## config.mk

```make
export PLATFORM = sky130hd
export DESIGN_NAME = binary_classification_metrics
export DESIGN_NICKNAME = d
export VERILOG_FILES = /design/src/rtl/core/bcm_pkg.sv /design/src/rtl/core/binary_classification_metrics.sv /design/src/rtl/core/bcm_counters.sv /design/src/rtl/core/bcm_divider.sv
export VERILOG_INCLUDE_DIRS = /design/src /design/src/rtl/core
export SDC_FILE = /design/constraint.sdc
export NUM_CORES = 1
export LEC_CHECK = 0
export BUFFER_PORTS_ARGS = -buffer_cell sky130_fd_sc_hd__buf_2
export CORE_ASPECT_RATIO = 1.5
export CORE_MARGIN = 5
export CORE_UTILIZATION = 61
export CTS_CLUSTER_SIZE = 28
export DETAILED_ROUTE_END_ITERATION = 8
export GPL_ROUTABILITY_DRIVEN = 0
export GPL_TIMING_DRIVEN = 0
export HOLD_SLACK_MARGIN = 0.1
export PLACE_DENSITY_LB_ADDON = 0.2
export REMOVE_ABC_BUFFERS = 1
export SLEW_MARGIN = 20
export SYNTH_ARGS = -nofsm -noshare
export SYNTH_HDL_FRONTEND = slang
export SYNTH_HIERARCHICAL = 1
export SYNTH_SLANG_ARGS = --single-unit
```

## constraint.sdc

```tcl
create_clock -name clk -period 10.2 [get_ports clk]
set_input_delay 1.02 -clock clk [delete_from_list [all_inputs] [get_ports clk]]
set_output_delay 1.02 -clock clk [all_outputs]
set_load 0.02 [all_outputs]
```

## src/rtl/core/binary_classification_metrics_macros.svh

```systemverilog
// ---------------------------------------------------------------------------
// Assertion macros for the binary classification metrics block
// Shorthand for the clocked concurrent checks used in the RTL.
// ---------------------------------------------------------------------------
`ifndef BINARY_CLASSIFICATION_METRICS_MACROS_SVH
`define BINARY_CLASSIFICATION_METRICS_MACROS_SVH

// The consequent must hold in the same cycle as the antecedent.
`define BCM_ASSERT_NOW(name, ante, cons) \
    name: assert property (@(posedge clk) disable iff (!rst_n) (ante) |-> (cons)) \
        else $error("assertion failed in the same cycle");

// The consequent must hold in the cycle after the antecedent.
`define BCM_ASSERT_NEXT(name, ante, cons) \
    name: assert property (@(posedge clk) disable iff (!rst_n) (ante) |=> (cons)) \
        else $error("assertion failed in the following cycle");

`endif

```

## src/rtl/core/bcm_pkg.sv

```systemverilog
// ---------------------------------------------------------------------------
// bcm_pkg
// Shared widths, types and constants of the classification metrics block.
// ---------------------------------------------------------------------------
package bcm_pkg;

    localparam int COUNT_BITS = 20;
    localparam int OUT_CNT_W  = 20;
    localparam int LABEL_W    = 2;
    localparam int SCORE_W    = 16;
    localparam int FRAC_BITS  = 16;
    localparam int RATIO_W    = FRAC_BITS + 1;
    // A denominator sums up to four counts.
    localparam int DEN_W      = COUNT_BITS + 2;

    localparam logic [LABEL_W-1:0] LABEL_NEG = LABEL_W'(0);
    localparam logic [LABEL_W-1:0] LABEL_POS = LABEL_W'(1);

    localparam logic signed [SCORE_W-1:0] THRESH_RESET = SCORE_W'(2048);

    typedef logic [COUNT_BITS-1:0]     cnt_t;
    typedef logic [OUT_CNT_W-1:0]      cnt_field_t;
    typedef logic [DEN_W-1:0]          den_t;
    typedef logic [RATIO_W-1:0]        ratio_t;
    typedef logic [LABEL_W-1:0]        label_t;
    typedef logic signed [SCORE_W-1:0] score_t;

    typedef struct packed {
        cnt_t tp;
        cnt_t fp;
        cnt_t tn;
        cnt_t fn;
        logic err;
    } counts_t;

    // Fits a counter into the fixed output field width.
    function automatic cnt_field_t to_field(input cnt_t c);
        logic [COUNT_BITS+OUT_CNT_W-1:0] w;
        begin
            w = {{OUT_CNT_W{1'b0}}, c};
            return w[OUT_CNT_W-1:0];
        end
    endfunction

endpackage

```

## src/rtl/core/binary_classification_metrics.sv

```systemverilog
// ---------------------------------------------------------------------------
// binary_classification_metrics
// Confusion matrix counts and Q1.16 accuracy, precision, recall and F1.
// ---------------------------------------------------------------------------
//
//   Channel  Handshake                 Payload
//   -------  ------------------------  --------------------------------------
//   in       in_valid / in_stall       true_label, score, last
//   out      out_valid / out_stall     status, four counts, four ratios
//   cfg      cfg_wr_en                 cfg_wr_data (threshold)
//
// An input transaction without last is taken at once, and the next one can
// follow in the next cycle. A transaction with last starts the ratio phase:
// one shared restoring divider computes the four ratios in turn, so the block
// holds in_stall high until the result is loaded into the output register.
// The result then waits in the output register while new input is taken.
// Reset clears the counters, the error flag and the output valid, and sets
// the threshold to 0.5. A stalled output only delays loading the next
// result.
// ---------------------------------------------------------------------------
`include "binary_classification_metrics_macros.svh"

module binary_classification_metrics (
    input  logic                clk,
    input  logic                rst_n,
    input  logic                cfg_wr_en,
    input  bcm_pkg::score_t     cfg_wr_data,
    input  logic                in_valid,
    output logic                in_stall,
    input  bcm_pkg::label_t     true_label,
    input  bcm_pkg::score_t     score,
    input  logic                last,
    output logic                out_valid,
    input  logic                out_stall,
    output logic                status,
    output bcm_pkg::cnt_field_t true_pos,
    output bcm_pkg::cnt_field_t false_pos,
    output bcm_pkg::cnt_field_t true_neg,
    output bcm_pkg::cnt_field_t false_neg,
    output bcm_pkg::ratio_t     accuracy,
    output bcm_pkg::ratio_t     precision,
    output bcm_pkg::ratio_t     recall,
    output bcm_pkg::ratio_t     f1_score
);
    import bcm_pkg::*;

    // Sequencer states.
    localparam logic [1:0] ST_IDLE  = 2'd0;
    localparam logic [1:0] ST_START = 2'd1;
    localparam logic [1:0] ST_RUN   = 2'd2;
    localparam logic [1:0] ST_LOAD  = 2'd3;

    // Ratio order through the divider.
    localparam logic [1:0] R_ACC  = 2'd0;
    localparam logic [1:0] R_PREC = 2'd1;
    localparam logic [1:0] R_REC  = 2'd2;
    localparam logic [1:0] R_F1   = 2'd3;

    logic [1:0] state_reg;
    logic [1:0] state_next;
    logic [1:0] idx_reg;
    logic [1:0] idx_next;
    score_t     thresh_reg;
    ratio_t     ratio_reg [4];

    counts_t counts;
    logic    in_accept;
    logic    out_free;
    logic    load;
    logic    div_start;
    logic    div_done;
    ratio_t  div_q;
    den_t    num_mux;
    den_t    den_mux;
    den_t    tp_w;
    den_t    fp_w;
    den_t    tn_w;
    den_t    fn_w;

    logic       out_valid_reg;
    logic       status_reg;
    cnt_field_t tp_out_reg;
    cnt_field_t fp_out_reg;
    cnt_field_t tn_out_reg;
    cnt_field_t fn_out_reg;
    ratio_t     acc_out_reg;
    ratio_t     prec_out_reg;
    ratio_t     rec_out_reg;
    ratio_t     f1_out_reg;

    // Input is taken only while no batch is being finished.
    assign in_stall  = (state_reg != ST_IDLE);
    assign in_accept = in_valid && !in_stall;
    assign out_free  = !out_valid_reg || !out_stall;
    assign load      = (state_reg == ST_LOAD) && out_free;
    assign div_start = (state_reg == ST_START);

    // Threshold register; the user must write it only while the block is idle, the block does not enforce this.
    always_ff @(posedge clk or negedge rst_n)
    begin
        if (!rst_n)
        begin
            thresh_reg <= THRESH_RESET;
        end
        else if (cfg_wr_en)
        begin
            thresh_reg <= cfg_wr_data;
        end
    end

    bcm_counters u_counters (
        .clk       (clk),
        .rst_n     (rst_n),
        .accept    (in_accept),
        .label     (true_label),
        .score     (score),
        .threshold (thresh_reg),
        .clear     (load),
        .counts    (counts)
    );

    // Counts widened to denominator width before any sum.
    assign tp_w = DEN_W'(counts.tp);
    assign fp_w = DEN_W'(counts.fp);
    assign tn_w = DEN_W'(counts.tn);
    assign fn_w = DEN_W'(counts.fn);

    // Operand selection for the ratio currently in the divider.
    always_comb
    begin
        unique case (idx_reg)
            R_ACC:
            begin
                num_mux = tp_w + tn_w;
                den_mux = tp_w + fp_w + tn_w + fn_w;
            end
            R_PREC:
            begin
                num_mux = tp_w;
                den_mux = tp_w + fp_w;
            end
            R_REC:
            begin
                num_mux = tp_w;
                den_mux = tp_w + fn_w;
            end
            R_F1:
            begin
                num_mux = {tp_w[DEN_W-2:0], 1'b0};
                den_mux = {tp_w[DEN_W-2:0], 1'b0} + fp_w + fn_w;
            end
            default:
            begin
                num_mux = '0;
                den_mux = '0;
            end
        endcase
    end

    bcm_divider u_divider (
        .clk      (clk),
        .rst_n    (rst_n),
        .start    (div_start),
        .num      (num_mux),
        .den      (den_mux),
        .done     (div_done),
        .quotient (div_q)
    );

    // The counters hold the batch snapshot until the result is loaded.
    always_comb
    begin
        state_next = state_reg;
        idx_next   = idx_reg;
        unique case (state_reg)
            ST_IDLE:
            begin
                if (in_accept && last)
                begin
                    state_next = ST_START;
                    idx_next   = R_ACC;
                end
            end
            ST_START:
            begin
                state_next = ST_RUN;
            end
            ST_RUN:
            begin
                if (div_done)
                begin
                    if (idx_reg == R_F1)
                    begin
                        state_next = ST_LOAD;
                    end
                    else
                    begin
                        state_next = ST_START;
                        idx_next   = idx_reg + 2'd1;
                    end
                end
            end
            ST_LOAD:
            begin
                if (out_free)
                begin
                    state_next = ST_IDLE;
                end
            end
            default:
            begin
                state_next = ST_IDLE;
            end
        endcase
    end

    always_ff @(posedge clk or negedge rst_n)
    begin
        if (!rst_n)
        begin
            state_reg <= ST_IDLE;
            idx_reg   <= R_ACC;
        end
        else
        begin
            state_reg <= state_next;
            idx_reg   <= idx_next;
        end
    end

    always_ff @(posedge clk)
    begin
        if ((state_reg == ST_RUN) && div_done)
        begin
            ratio_reg[idx_reg] <= div_q;
        end
    end

    // Output register: a waiting result does not block new input.
    always_ff @(posedge clk or negedge rst_n)
    begin
        if (!rst_n)
        begin
            out_valid_reg <= 1'b0;
        end
        else if (load)
        begin
            out_valid_reg <= 1'b1;
        end
        else if (!out_stall)
        begin
            out_valid_reg <= 1'b0;
        end
    end

    always_ff @(posedge clk)
    begin
        if (load)
        begin
            status_reg   <= counts.err;
            tp_out_reg   <= to_field(counts.tp);
            fp_out_reg   <= to_field(counts.fp);
            tn_out_reg   <= to_field(counts.tn);
            fn_out_reg   <= to_field(counts.fn);
            acc_out_reg  <= ratio_reg[R_ACC];
            prec_out_reg <= ratio_reg[R_PREC];
            rec_out_reg  <= ratio_reg[R_REC];
            f1_out_reg   <= ratio_reg[R_F1];
        end
    end

    assign out_valid = out_valid_reg;
    assign status    = status_reg;
    assign true_pos  = tp_out_reg;
    assign false_pos = fp_out_reg;
    assign true_neg  = tn_out_reg;
    assign false_neg = fn_out_reg;
    assign accuracy  = acc_out_reg;
    assign precision = prec_out_reg;
    assign recall    = rec_out_reg;
    assign f1_score  = f1_out_reg;

    // A transaction that ends a batch must close the input right away.
    `BCM_ASSERT_NEXT(a_last_closes_input, in_valid && !in_stall && last, in_stall)
    // The divider finishes only while the sequencer waits for it.
    `BCM_ASSERT_NOW(a_done_in_run, div_done, state_reg == ST_RUN)
    // A result never overwrites one that is still stalled.
    `BCM_ASSERT_NOW(a_load_free, load, !(out_valid_reg && out_stall))
    // Loading a result starts a fresh batch.
    `BCM_ASSERT_NEXT(a_clear_after_load, load,
                     counts.tp == '0 && counts.fp == '0 && counts.tn == '0 &&
                     counts.fn == '0 && !counts.err && out_valid)

endmodule

```

## src/rtl/core/bcm_counters.sv

```systemverilog
// ---------------------------------------------------------------------------
// bcm_counters
// Threshold compare and the four saturating outcome counters.
// ---------------------------------------------------------------------------
module bcm_counters (
    input  logic             clk,
    input  logic             rst_n,
    input  logic             accept,
    input  bcm_pkg::label_t  label,
    input  bcm_pkg::score_t  score,
    input  bcm_pkg::score_t  threshold,
    input  logic             clear,
    output bcm_pkg::counts_t counts
);
    import bcm_pkg::*;

    counts_t cnt_reg;
    counts_t cnt_next;
    logic    pred_pos;

    assign pred_pos = (score >= threshold);

    always_comb
    begin
        cnt_next = cnt_reg;
        if (clear)
        begin
            cnt_next = '0;
        end
        else if (accept)
        begin
            unique case (label)
                LABEL_NEG:
                begin
                    if (pred_pos)
                    begin
                        if (cnt_reg.fp != '1) cnt_next.fp = cnt_reg.fp + cnt_t'(1);
                    end
                    else
                    begin
                        if (cnt_reg.tn != '1) cnt_next.tn = cnt_reg.tn + cnt_t'(1);
                    end
                end
                LABEL_POS:
                begin
                    if (pred_pos)
                    begin
                        if (cnt_reg.tp != '1) cnt_next.tp = cnt_reg.tp + cnt_t'(1);
                    end
                    else
                    begin
                        if (cnt_reg.fn != '1) cnt_next.fn = cnt_reg.fn + cnt_t'(1);
                    end
                end
                default:
                begin
                    cnt_next.err = 1'b1;
                end
            endcase
        end
    end

    always_ff @(posedge clk or negedge rst_n)
    begin
        if (!rst_n)
        begin
            cnt_reg <= '0;
        end
        else
        begin
            cnt_reg <= cnt_next;
        end
    end

    assign counts = cnt_reg;

endmodule

```

## src/rtl/core/bcm_divider.sv

```systemverilog
// ---------------------------------------------------------------------------
// bcm_divider
// Restoring divider giving one Q1.16 quotient bit per cycle (num <= den).
// ---------------------------------------------------------------------------
module bcm_divider (
    input  logic            clk,
    input  logic            rst_n,
    input  logic            start,
    input  bcm_pkg::den_t   num,
    input  bcm_pkg::den_t   den,
    output logic            done,
    output bcm_pkg::ratio_t quotient
);
    import bcm_pkg::*;

    localparam int STEP_W = $clog2(RATIO_W);
    localparam logic [STEP_W-1:0] LAST_STEP = STEP_W'(RATIO_W - 1);

    logic [DEN_W:0]    rem_reg;
    logic [DEN_W:0]    rem_next;
    den_t              den_reg;
    ratio_t            q_reg;
    logic [STEP_W-1:0] step_reg;
    logic              busy_reg;
    logic              done_reg;
    logic              ge;
    logic [DEN_W:0]    diff;

    // Remainder stays below twice den, so one compare and subtract per bit.
    assign ge       = (rem_reg >= {1'b0, den_reg});
    assign diff     = ge ? (rem_reg - {1'b0, den_reg}) : rem_reg;
    assign rem_next = {diff[DEN_W-1:0], 1'b0};

    always_ff @(posedge clk or negedge rst_n)
    begin
        if (!rst_n)
        begin
            busy_reg <= 1'b0;
            done_reg <= 1'b0;
            step_reg <= '0;
        end
        else
        begin
            done_reg <= 1'b0;
            if (start)
            begin
                busy_reg <= 1'b1;
                step_reg <= '0;
            end
            else if (busy_reg)
            begin
                step_reg <= step_reg + STEP_W'(1);
                if (step_reg == LAST_STEP)
                begin
                    busy_reg <= 1'b0;
                    done_reg <= 1'b1;
                end
            end
        end
    end

    always_ff @(posedge clk)
    begin
        if (start)
        begin
            rem_reg <= {1'b0, num};
            den_reg <= den;
            q_reg   <= '0;
        end
        else if (busy_reg)
        begin
            rem_reg <= rem_next;
            q_reg   <= {q_reg[RATIO_W-2:0], ge};
        end
    end

    assign done     = done_reg;
    // A zero denominator gives a ratio of zero.
    assign quotient = (den_reg == '0) ? '0 : q_reg;

endmodule

```

==> summary.md <==
| Metric | Value |
|---|---|
| Die Wd | 167 um |
| Critical path required time | 10.47 ns |
| Detail Placement HPWL | 43.0 mm |
| WP buf/inv | 1 |
| Post-synth EDFFs | 261 |
| Synth unique cells | 95 |
| Vias in the first global route | 17800 |
| Yosys Warn Count | 6 |
| Die area | 0.0412 sq mm |
| Syn Area/Cell | 11.2 sq um |
| WP depth | 19 |
| Top cell by count, worst path | a21oi_1 |
| Pins over their slew limit | 0 |
| R2r setup slk | 4.41 ns |
| Post-layout minimum cycle time | 5.79 ns |
| Share of layout cells above drive strength 1 | 15.7% |
| Vias | 17200 |
| Data arrival, critical path | 6.07 ns |
| Final setup viols | 0 |
| WS Path Type | flop to flop |
| Worst Setup SP | u_counters/counts[61] |
| Num CTS Buffers | 36 |
| Hold WS | 0.406 ns |
| CTS sink count | 388 |
| TritonCTS clock tree | yes |
| # DRC | 0 |
| Final nets | 2448 |
| Rel. slew slack | 28.0% |
| Wirelength per Cell | 21.1 um |
| Clk slew on worst S/H paths | 0.07 ns |
| Status | finished, final reports clean |
| Clk buf depth | 3 |
| Initial antenna violation count | 0 |
| Chip Height | 246 um |
| Ys flop type | edfxtp_1 |
| Worst slew pin tran | 1.08 ns |
| Htree depth | 2 |
| Max FFs per register | 81 |
| First-pass GRT wire length | 90.6 mm |
| Io pins | 191 |
| Top Usage Layer GRT | met2 |
| Rows | 86 |
| Initial Util | 61.7% |
| Routed WL | 57.4 mm |
| Reg2reg path depth | 19 |
| Register area share after synthesis | 48.1% |
| Worst setup margin | 4.41 ns |
| Lkg Pwr | 11.0 nW |
| Postcts setup bufs | 0 |
| Layout area overhead | 13.0% |
| Crit Path Max Fanout | 12 |
| Pwr Density | 204 mW/mm^2 |
| GR Overflow Total | 0 |
| Worst VDD drop | 176 uV |
| Most frequent cells in the layout | edfxtp_1 (261), buf_2 (191), nor2_1 (157) |
| GRT met1 Usage | 29.4% |
| Critical Path Max Stage Delay | 0.70 ns |
| Mapped Area | 0.0227 sq mm |
| Clk_lat worst skew | 0.54 ns |
| Tcrit/Tclk final | 56.8% |
| Syn Inst Count | 2033 |
| Slowest stage cell, crit path | dfrtp_1 |
| Number of hold violations in the final report | 0 |
| Vias per cell | 6.30 |
| Number of gates resized after cts | 0 |
| Setup crit end kind | flop |
| Drt pass-1 iters | 6 |
| DR iter-0 viols | 1241 |
| Clock skew | 0.0186 ns |
| Async SR Flop Fraction | 28.1% |
| Number of synthesized register bits | 388 |
| Max cap viols | 0 |
| RSZ-0062 raised after global routing | no |
| Core box area | 0.0368 sq mm |
| Ant diodes | 0 |
| Reg-to-Reg Start | u_counters/counts[61] |
| Final ANT Viol Nets | 0 |
| Grt met2 use | 49.0% |
| Worst setup path end | u_divider/den_reg[19] |
| Commonest non-fill, non-tap cell in the layout | edfxtp_1 |
| Reg-to-reg endpoint | u_divider/den_reg[19] |
| GRT met3 Usage | 3.56% |
| Fillers | 2734 |
| DP Worst Slack | 4.53 ns |
| Min-delay worst type | primary input to asynchronous set/reset pin |
| Fmax | 173 MHz |
| Hold-fix buffer count after cts | 0 |
| Port bufs | 190 |
| CP delay by family, top | compound AO/OA/AOI/OAI gates |
| Tot GR Track Use | 27.4% |
| CP startpoint kind | flop |
| Critical-path cell list | ha_1 > inv_1 > fa_1 > nor2b_1 > o31a_1 > o21ai_1 > a21oi_1 > o21ai_0 > a21oi_1 > xor2_1 > fa_1 > ha_1 > a21o_1 > a21oi_1 > and2b_1 > a311o_1 > xor2_1 > a211o_1 > a221o_1 |
| Largest net degree at the start of global routing | 69 |
| Root Driver | clkbuf_16 |
## per-stage QoR
step                      total power (W)  area (sq um)  cells  util (%)  setup TNS, ns
final                             0.00524         25600   2725      69.7              0
after global placement            0.00382         24000   2642      65.1       -1470.00
after CTS                         0.00526         25600   2725      69.6              0
after floorplan                   0.00340         22400   1968         -        -521.33
after global routing              0.00552         25600   2725      69.7              0
after detailed placement          0.00386         24400   2659      66.3              0
## cell usage after synthesis (all sizes together) (24+ instances only)
cell | instances | area share [%]
a211oi | 25 | 0.87
a21o | 39 | 1.3
a21oi | 141 | 3.1
and3 | 29 | 0.80
clkbuf | 51 | 0.84
dfrtp | 108 | 12
edfxtp | 261 | 35
fa | 45 | 4.0
ha | 150 | 8.3
inv | 94 | 1.6
mux2 | 41 | 2.0
mux2i | 42 | 1.9
nand2 | 101 | 1.7
nand2b | 25 | 0.69
nand3 | 52 | 1.1
nand4 | 43 | 1.2
nor2 | 158 | 2.6
nor2b | 62 | 1.7
nor3 | 24 | 0.58
nor4 | 28 | 0.83
o21a | 26 | 0.86
o21ai | 88 | 2.0
or3 | 26 | 0.76
xnor2 | 64 | 2.5
xor2 | 42 | 1.6
## power breakdown
part,total (W),internal (W),switching (W)
clock network,0.00138,0.000786,0.000593
registers,0.00217,0.00199,0.000175
logic,0.00169,0.000665,0.00103
total,0.00524,0.00345,0.00179
## worst min-delay path by stage
stage	slack [ns]	endpoint	cells past startpoint
6_report	0.41	u_counters/counts[65]	1
5_1_grt	0.42	precision[4]	0
4_1_cts	0.41	u_counters/counts[61]	1
3_5_place_dp	0.40	accuracy[14]	0
3_3_place_gp	0.40	accuracy[12]	0
2_1_floorplan	0.40	accuracy[0]	0
## area by class of cell
cell class / instances / area, sq um / area share, %
flip-flops and latches: 388 / 10900 / 42.6
multi-input cells: 1486 / 11200 / 43.6
repair buffers: 207 / 1360 / 5.32
inverters: 94 / 353 / 1.38
clock inverters: 26 / 256 / 1.00
clock buffers: 40 / 957 / 3.73
well taps: 484 / 606 / 2.36
## logic make-up after synthesis
kind of cell / Yosys count / synth area share (%)
mux: 83 / 3.89
buf+inv: 159 / 2.87
xor+xnor: 106 / 4.09
simple gates: 608 / 14.1
flops: 388 / 48.1
fa+ha+maj: 195 / 12.2
other cells: 1 / 0.0165
compound gates: 493 / 14.7
## metal layers
metal,part of all wire [%],vias up
met4,8.4,0
met2,51,678
li1,-,7995
met3,5.9,225
met5,0,-
met1,35,8273
(Power assumes the default switching activity.)
